--- config.mk ---
export PLATFORM = sky130hd
export DESIGN_NAME = osek_cell
export DESIGN_NICKNAME = d
export VERILOG_FILES = /design/src/rtl/core/osek_pkg.sv /design/src/rtl/core/osek_cell.sv
export SDC_FILE = /design/constraint.sdc
export NUM_CORES = 1
export LEC_CHECK = 0
export BUFFER_PORTS_ARGS = -buffer_cell sky130_fd_sc_hd__buf_4
export CAP_MARGIN = 20
export CORE_MARGIN = 2
export CORE_UTILIZATION = 40
export CTS_BUF_LIST = sky130_fd_sc_hd__clkbuf_2 sky130_fd_sc_hd__clkbuf_4 sky130_fd_sc_hd__clkbuf_8
export DETAILED_ROUTE_END_ITERATION = 10
export PLACE_DENSITY_LB_ADDON = 0.08
export SLEW_MARGIN = 5
export SYNTH_ARGS = -nofsm -noshare
export SYNTH_HDL_FRONTEND = slang
export SYNTH_SLANG_ARGS = --single-unit
--- constraint.sdc ---
create_clock -name clk -period 10.7 [get_ports clk]
set_input_delay 1.605 -clock clk [delete_from_list [all_inputs] [get_ports clk]]
set_output_delay 1.605 -clock clk [all_outputs]
set_load 0.1 [all_outputs]
--- src/rtl/core/osek_pkg.sv ---
package osek_pkg;

	localparam int WORD_W          = 64;
	localparam int KIND_W          = 4;
	localparam int ERR_W           = 2;
	localparam int COUNT_W         = 7;
	localparam int STACK_DEPTH_DEF = 64;

	typedef enum logic [KIND_W-1:0] {
		K_PUSH  = 4'd0,
		K_DROP  = 4'd1,
		K_DROPN = 4'd2,
		K_SWAP  = 4'd3,
		K_DUP   = 4'd4,
		K_PICK  = 4'd5,
		K_ROLL  = 4'd6,
		K_ROLLD = 4'd7,
		K_CLEAR = 4'd8,
		K_DEPTH = 4'd9
	} kind_t;

	typedef enum logic [ERR_W-1:0] {
		E_OK    = 2'd0,
		E_UNDER = 2'd1,
		E_OVER  = 2'd2
	} err_t;

	// per-cycle command broadcast to every cell
	typedef enum logic [2:0] {
		OP_HOLD    = 3'd0,
		OP_PUSH    = 3'd1,
		OP_POP     = 3'd2,
		OP_SWAP    = 3'd3,
		OP_CLOAD   = 3'd4,
		OP_CSHIFT  = 3'd5,
		OP_TOPLOAD = 3'd6
	} cell_op_t;

endpackage

--- src/rtl/core/osek_cell.sv ---
module osek_cell import osek_pkg::*; #(
	parameter int IDX_W = 6,
	parameter int IDX   = 0
) (
	input  logic              clk,
	input  cell_op_t          op,
	input  logic [IDX_W-1:0]  k,
	input  logic [WORD_W-1:0] word_dn,
	input  logic [WORD_W-1:0] word_up,
	input  logic [WORD_W-1:0] carry_up,
	output logic [WORD_W-1:0] word,
	output logic [WORD_W-1:0] carry
);

	localparam logic [IDX_W:0] MY = (IDX_W+1)'(IDX);

	logic [WORD_W-1:0] word_q;
	logic [WORD_W-1:0] carry_q;
	logic              at_k;
	logic              at_k1;

	assign at_k  = (MY == {1'b0, k});
	assign at_k1 = (MY == (IDX_W+1)'({1'b0, k} + 1'b1));

	always_ff @(posedge clk) begin
		case (op)
			OP_PUSH: word_q <= word_dn;
			OP_POP: word_q <= word_up;
			OP_SWAP: begin
				if (at_k) word_q <= word_up;
				else if (at_k1) word_q <= word_dn;
			end
			OP_CLOAD: begin
				if (at_k) carry_q <= word_q;
			end
			OP_CSHIFT: carry_q <= carry_up;
			OP_TOPLOAD: begin
				if (IDX == 0) word_q <= carry_q;
			end
			default: ;
		endcase
	end

	assign word  = word_q;
	assign carry = carry_q;

endmodule
==> metrics.csv, run 1 <==
stage;metric;value;unit
die;die footprint;17000;sq um
sta;RSZ-0062 raised after global routing;false;
cells_and_area;share of layout cells above drive strength 1;0.568;
die;initial core utilization;0.406;
place;post-DP HPWL;14.5;mm
critical_path;flop-to-flop setup slack;9.47;ns
logic_synthesis;Synth Instances;430;
cells_and_area;Ant. Diodes;0;
logic_synthesis;Seq/Total Area, Yosys;0.600;
sta;final period utilization;0.364;
status;status;complete, no violations;
hold_path;Hold Startpoint;word[36];
sta;Least-Margin Pin Slew;1.00;ns
clocking;H-tree depth;4;
die;FP Rows;46;
logic_synthesis;post-synthesis cell area;6400;sq um
route;via count;5237;
critical_path;worst r2r dst;word[60];
route;WL/cell;21.2;um
pwr;leak pwr;0.00401;uW
clocking;CTS tree;built;
cells_and_area;fin util;0.593;
critical_path;reg-to-reg startpoint;carry[60];
route;starting DRC count in detailed routing;274;
sta;final slew viol count;0;
sta;TNS Setup;0;ns
clocking;clock slew at reported path FFs;0.07;ns
clocking;Post-CTS Setup Inserts;0;
clocking;number of clock sinks;128;
pwr;Comb power frac;0.276;
die;core area;15800;sq um
cells_and_area;Area Growth Syn to Fin;46.1;%
critical_path;critical path required time;10.76;ns
place;GPL Wtd Cong;0.838;
grt;total gr overflow;0;
sta;Setup Viol. Count Final;0;
sta;Layout Skew;0.00653;ns
sta;final hold violations;0;
place;number of port buffers;329;
route;number of remaining DRC errors;0;
logic_synthesis;Seq cells post-synth;128;
pwr;IR drop worst, VDD;0.0000674;V
logic_synthesis;post-synthesis net count;632;
logic_synthesis;Synth Area per Inst;14.9;sq um
route;routed vias/inst;5.35;
critical_path;crit-path max FO;39;
grt;largest net degree at the start of global routing;65;
flow_run;max-cap violations;0;
logic_synthesis;Yosys top cell area share;0.600;
die;die span in x;131;um
hold_path;WHS Endpoint;carry[36];
sta;Period minus WS final;3.89;ns
grt;initial antenna violation count;0;
hold_path;Worst Hold Class;register to register;
logic_synthesis;top cells by area, synth;edfxtp_1, mux2_2, mux2i_1;
route;overall routed net length;20.7;mm
hold_path;hold depth;1;
grt;GRT Overall Usage;0.235;
pwr;internal power;920;uW
pwr;sequential power share;0.439;
pwr;Clk network pwr share;0.284;
grt;vias in the first global route;5379;
cells_and_area;commonest non-fill, non-tap cells in the layout;buf_4, edfxtp_1, mux2i_1, nor2_1, mux2_2;
critical_path;critical path data arrival time;3.95;ns
grt;first-pass GRT wire length;29.5;mm
clocking;Longest Clk Path Bufs;2;
die;IO Count;330;
critical_path;Critical Path Start Type;input pin;
clocking;CTS buffer count;17;
critical_path;critical path type;input pin to register;
cells_and_area;Final nets;952;
pwr;switch share;0.332;
clocking;Post-CTS Resized;0;
logic_synthesis;Yosys warning count;0;
logic_synthesis;post-synth top area cell;edfxtp_1;
critical_path;Reg2Reg Depth;3;
route;1st-pass router iterations;4;
logic_synthesis;Synth cell types;20;
clocking;hold_buf cts;0;
sta;Slew HR;0.330;
clocking;CTS root buf;clkbuf_8;
pwr;sw power;456;uW
pwr;PD cells;147;nW/um^2
clocking;clock latency on the worst-skew pair;0.43;ns
critical_path;Worst setup EP type;register;
die;die height;131;um
route;Final ANT Viol Nets;0;
cells_and_area;commonest non-fill, non-tap cell in the layout;buf_4;
sta;Peak Freq;257;MHz
==> synthesized netlist by cell type <==
cell	count
a221o_1	63
a221o_2	1
buf_2	12
buf_6	1
buf_8	6
clkbuf_1	15
edfxtp_1	128
mux2_2	64
mux2i_1	64
nand2_1	1
nand2b_1	3
nor2_1	64
nor2b_1	1
nor3_1	1
nor4_4	1
o21a_1	1
o21ai_0	1
o31a_2	1
o41a_1	1
or4_4	1
==> how the worst max path moves through the flow <==
stage,startpoint,end,slack [ns],cells past startpoint
final,k[1],word[18],6.81,5
after global routing,k[1],word[18],6.69,5
after CTS,k[1],word[18],6.82,5
after detailed placement,k[1],word[16],6.34,5
after global placement,k[1],word[16],6.35,5
after floorplan,k[1],word[0],3.15,3
==> flip-flops by register name, indices dropped and copies added, names as in the netlist <==
signal  flops
carry      64
word       64
==> power groups by stage <==
stage	Clock [uW]	Combinational (uW)	Sequential, uW
after floorplan	0	83.9	792
after global placement	0	377	615
after detailed placement	0	382	615
after CTS	400	382	605
after global routing	418	395	607
final	391	380	605
==> logic make-up after synthesis <==
family	after synthesis	share of synthesized area
compound gates	68	0.105
flops	128	0.600
simple gates	72	0.0479
buf+inv	34	0.0340
mux	128	0.213
==> worst max-delay path, stage by stage <==
cell and delay [ns]:
buf_4 0.11, or4_4 0.57, o31a_2 0.33, o21ai_4 0.70, buf_4 0.58
==> final cells by class <==
class	instances	area [sq um]
clock buffers	20	256
clock inverters	11	97.6
fillers	1331	6410
multi-input cells	268	2370
flip-flops and latches	128	3840
well taps	216	270
repair buffers	335	2510
==> through the flow <==
step | area, sq um | hold slack, ns | std cells | total power [uW] | setup slack (ns)
2_1_floorplan | 6400 | 1.31 | 430 | 876 | 3.15
3_3_place_gp | 9000 | 0.561 | 947 | 992 | 6.35
3_5_place_dp | 9000 | 0.573 | 947 | 997 | 6.34
4_1_cts | 9360 | 0.590 | 978 | 1390 | 6.82
5_1_grt | 9360 | 0.613 | 978 | 1420 | 6.69
6_report | 9360 | 0.588 | 978 | 1380 | 6.81
==> per-layer routing <==
layer | vias to the layer above | GRT usage | routed length, um
met2 | 250 | 0.417 | 10800
met1 | 2563 | 0.274 | 7880
met4 | 0 | 0.0995 | 591
met5 | - | 0 | 0
met3 | 43 | 0.0546 | 1490
li1 | 2381 | - | -
Power figures use the tool's default switching activity.
==> run 2: changes to the inputs <==
- clock period: 10.7 -> 3.25 ns (I/O delays scaled with it)
==> metrics.csv, run 2 (synthesized netlist as in run 1, its figures left out) <==
stage;metric;value;unit;change
status;status;complete, no violations;;
clocking;CTS root buf;clkbuf_8;;
sta;Layout Skew;0.0105;ns;+0.00392 ns
critical_path;Reg2Reg Depth;3;;unchanged
critical_path;crit-path leading delay family;compound AO/OA/AOI/OAI gates;;
critical_path;CP Launch Point;k[1];;
place;pre-CTS WS;0.637;ns;-5.71 ns
place;number of port buffers;329;;unchanged
grt;vias in the first global route;5386;;+0.13%
clocking;number of clock sinks;128;;unchanged
die;die height;131;um;unchanged
critical_path;critical path type;input pin to register;;
hold_path;hold depth;2;;+1
sta;Setup Viol. Count Final;0;;unchanged
sta;post-route worst setup slack;1.07;ns;-5.74 ns
hold_path;Hold Startpoint;word_dn[63];;
pwr;PD cells;496;nW/um^2;+240%
sta;final slew viol count;0;;unchanged
critical_path;worst r2r dst;word[46];;
critical_path;crit path max-delay cell type;o41a_2;;
clocking;hold_buf cts;0;;unchanged
pwr;IR drop worst, VDD;0.000278;V;+310%
place;post-DP HPWL;14.9;mm;+2.2%
place;GPL Wtd Cong;0.818;;-2.5%
route;via count;5174;;-1.2%
clocking;Post-CTS Resized;0;;unchanged
route;starting DRC count in detailed routing;362;;+32%
place;placed cells;953;;+0.63%
critical_path;Worst setup EP type;register;;
die;core area;15800;sq um;unchanged
route;routed vias/inst;5.25;;-1.9%
hold_path;Worst Hold Class;input pin to register;;
grt;total gr overflow;0;;unchanged
sta;Least-Margin Pin Slew;0.638;ns;-0.366 ns
clocking;clock slew at reported path FFs;0.08;ns;about the same
route;1st-pass router iterations;5;;+1
hold_path;WHS Endpoint;word[63];;
grt;initial antenna violation count;0;;unchanged
sta;Slew HR;0.574;;+0.244
critical_path;crit-path max FO;55;;+41%
grt;first-pass GRT wire length;29.6;mm;+0.52%
critical_path;critical path required time;3.42;ns;-7.34 ns
flow_run;max-cap violations;0;;unchanged
route;Final ANT Viol Nets;0;;unchanged
cells_and_area;Ant. Diodes;0;;unchanged
clocking;CTS buffer count;17;;unchanged
cells_and_area;Final nets;958;;+0.63%
sta;final period utilization;0.670;;
route;number of remaining DRC errors;0;;unchanged
clocking;H-tree depth;4;;unchanged
sta;TNS Setup;0;ns;unchanged
critical_path;max incr delay on CP;0.58;ns;-0.12 ns
clocking;Post-CTS Setup Inserts;0;;unchanged
sta;RSZ-0062 raised after global routing;false;;
die;die footprint;17000;sq um;unchanged
critical_path;reg-to-reg startpoint;carry[46];;
cells_and_area;filler instances;1330;;-0.075%
clocking;CTS tree;built;;
cells_and_area;commonest non-fill, non-tap cells in the layout;buf_4, edfxtp_1, mux2i_1, nor2_1, mux2_2;;
clocking;Longest Clk Path Bufs;2;;unchanged
sta;Peak Freq;459;MHz;
critical_path;Crit path buffers/inverters;2;;unchanged
die;die span in x;131;um;unchanged
cells_and_area;commonest non-fill, non-tap cell in the layout;buf_4;;
critical_path;Critical Path Start Type;input pin;;
route;WL/cell;20.9;um;-1.5%
route;overall routed net length;20.6;mm;-0.80%
critical_path;critical path data arrival time;2.35;ns;-1.60 ns
pwr;leak pwr;0.00408;uW;+1.7%
grt;largest net degree at the start of global routing;65;;unchanged
grt;GRT Overall Usage;0.233;;-0.00167
cells_and_area;Post-Layout Cell Count;985;;+0.72%
cells_and_area;Area Growth Syn to Fin;48.9;%;
cells_and_area;share of layout cells above drive strength 1;0.575;;+0.00653
clocking;clock latency on the worst-skew pair;0.43;ns;about the same
sta;final hold violations;0;;unchanged
sta;Period minus WS final;2.18;ns;
die;IO Count;330;;unchanged
critical_path;CP cell instances;buf_4 > or4_4 > o41a_2 > buf_12 > a221o_2;;
critical_path;flop-to-flop setup slack;2.06;ns;-7.41 ns
die;FP Rows;46;;unchanged
die;initial core utilization;0.406;;unchanged
[run 2: changes by cell type in the layout (fill, tap and decap cells not counted), moves of 2 or more]
cell        delta
buf_12         +6
bufinv_16      +2
clkinv_1       -2
clkinvlp_4     +2
[run 2: how the worst max path moves through the flow]
| stage | endpoint | cells after the start |
|---|---|---|
| after global routing | word[16] | 5 |
| after detailed placement | word[60] | 5 |
| after CTS | word[60] | 5 |
| final | word[60] | 5 |
| after global placement | word[60] | 5 |
| after floorplan | carry[0] | 3 |
[run 2: routing by layer]
metal	track usage	vias up	wire length [um]
met3	0.0676	28	1900
met5	0	-	0
met1	0.276	2488	7980
met4	0.0857	0	497
li1	-	2386	-
met2	0.405	272	10200
[run 2: final cells by class]
class | count | area [sq um] | area share
Sequential cell | 128 | 3840 | 0.403
Tap cell | 216 | 270 | 0.0283
Timing Repair Buffer | 341 | 2640 | 0.276
Clock inverter | 13 | 169 | 0.0177
Clock buffer | 19 | 249 | 0.0261
Multi-Input combinational cell | 268 | 2370 | 0.248
[run 2: worst reg2reg max path: cells and delay by family, from the launching register on]
| family | cells | cell delay (ns) |
|---|---|---|
| AOI/OAI and AO/OA | 1 | 0.28 |
| muxes | 1 | 0.17 |
| DFF | 1 | 0.43 |
| and+or+nand+nor | 1 | 0.06 |
[run 2: per-stage QoR]
stage                     total power, uW  instance area, sq um  hold WS (ns)  utilization
after global routing                 4890                  9540         0.332        0.605
after global placement               3270                  9120         0.560        0.578
after detailed placement             3290                  9120         0.570        0.578
after floorplan                      2880                  6420         0.702            -
final                                4730                  9540         0.356        0.605
after CTS                            4770                  9540         0.320        0.605
[run 2: report_power, final]
| group | switching, uW | total [uW] | internal [uW] |
|---|---|---|---|
| combinational | 843 | 1260 | 419 |
| clock | 645 | 1490 | 841 |
| sequential | 49.5 | 1990 | 1940 |
| total | 1540 | 4730 | 3200 |
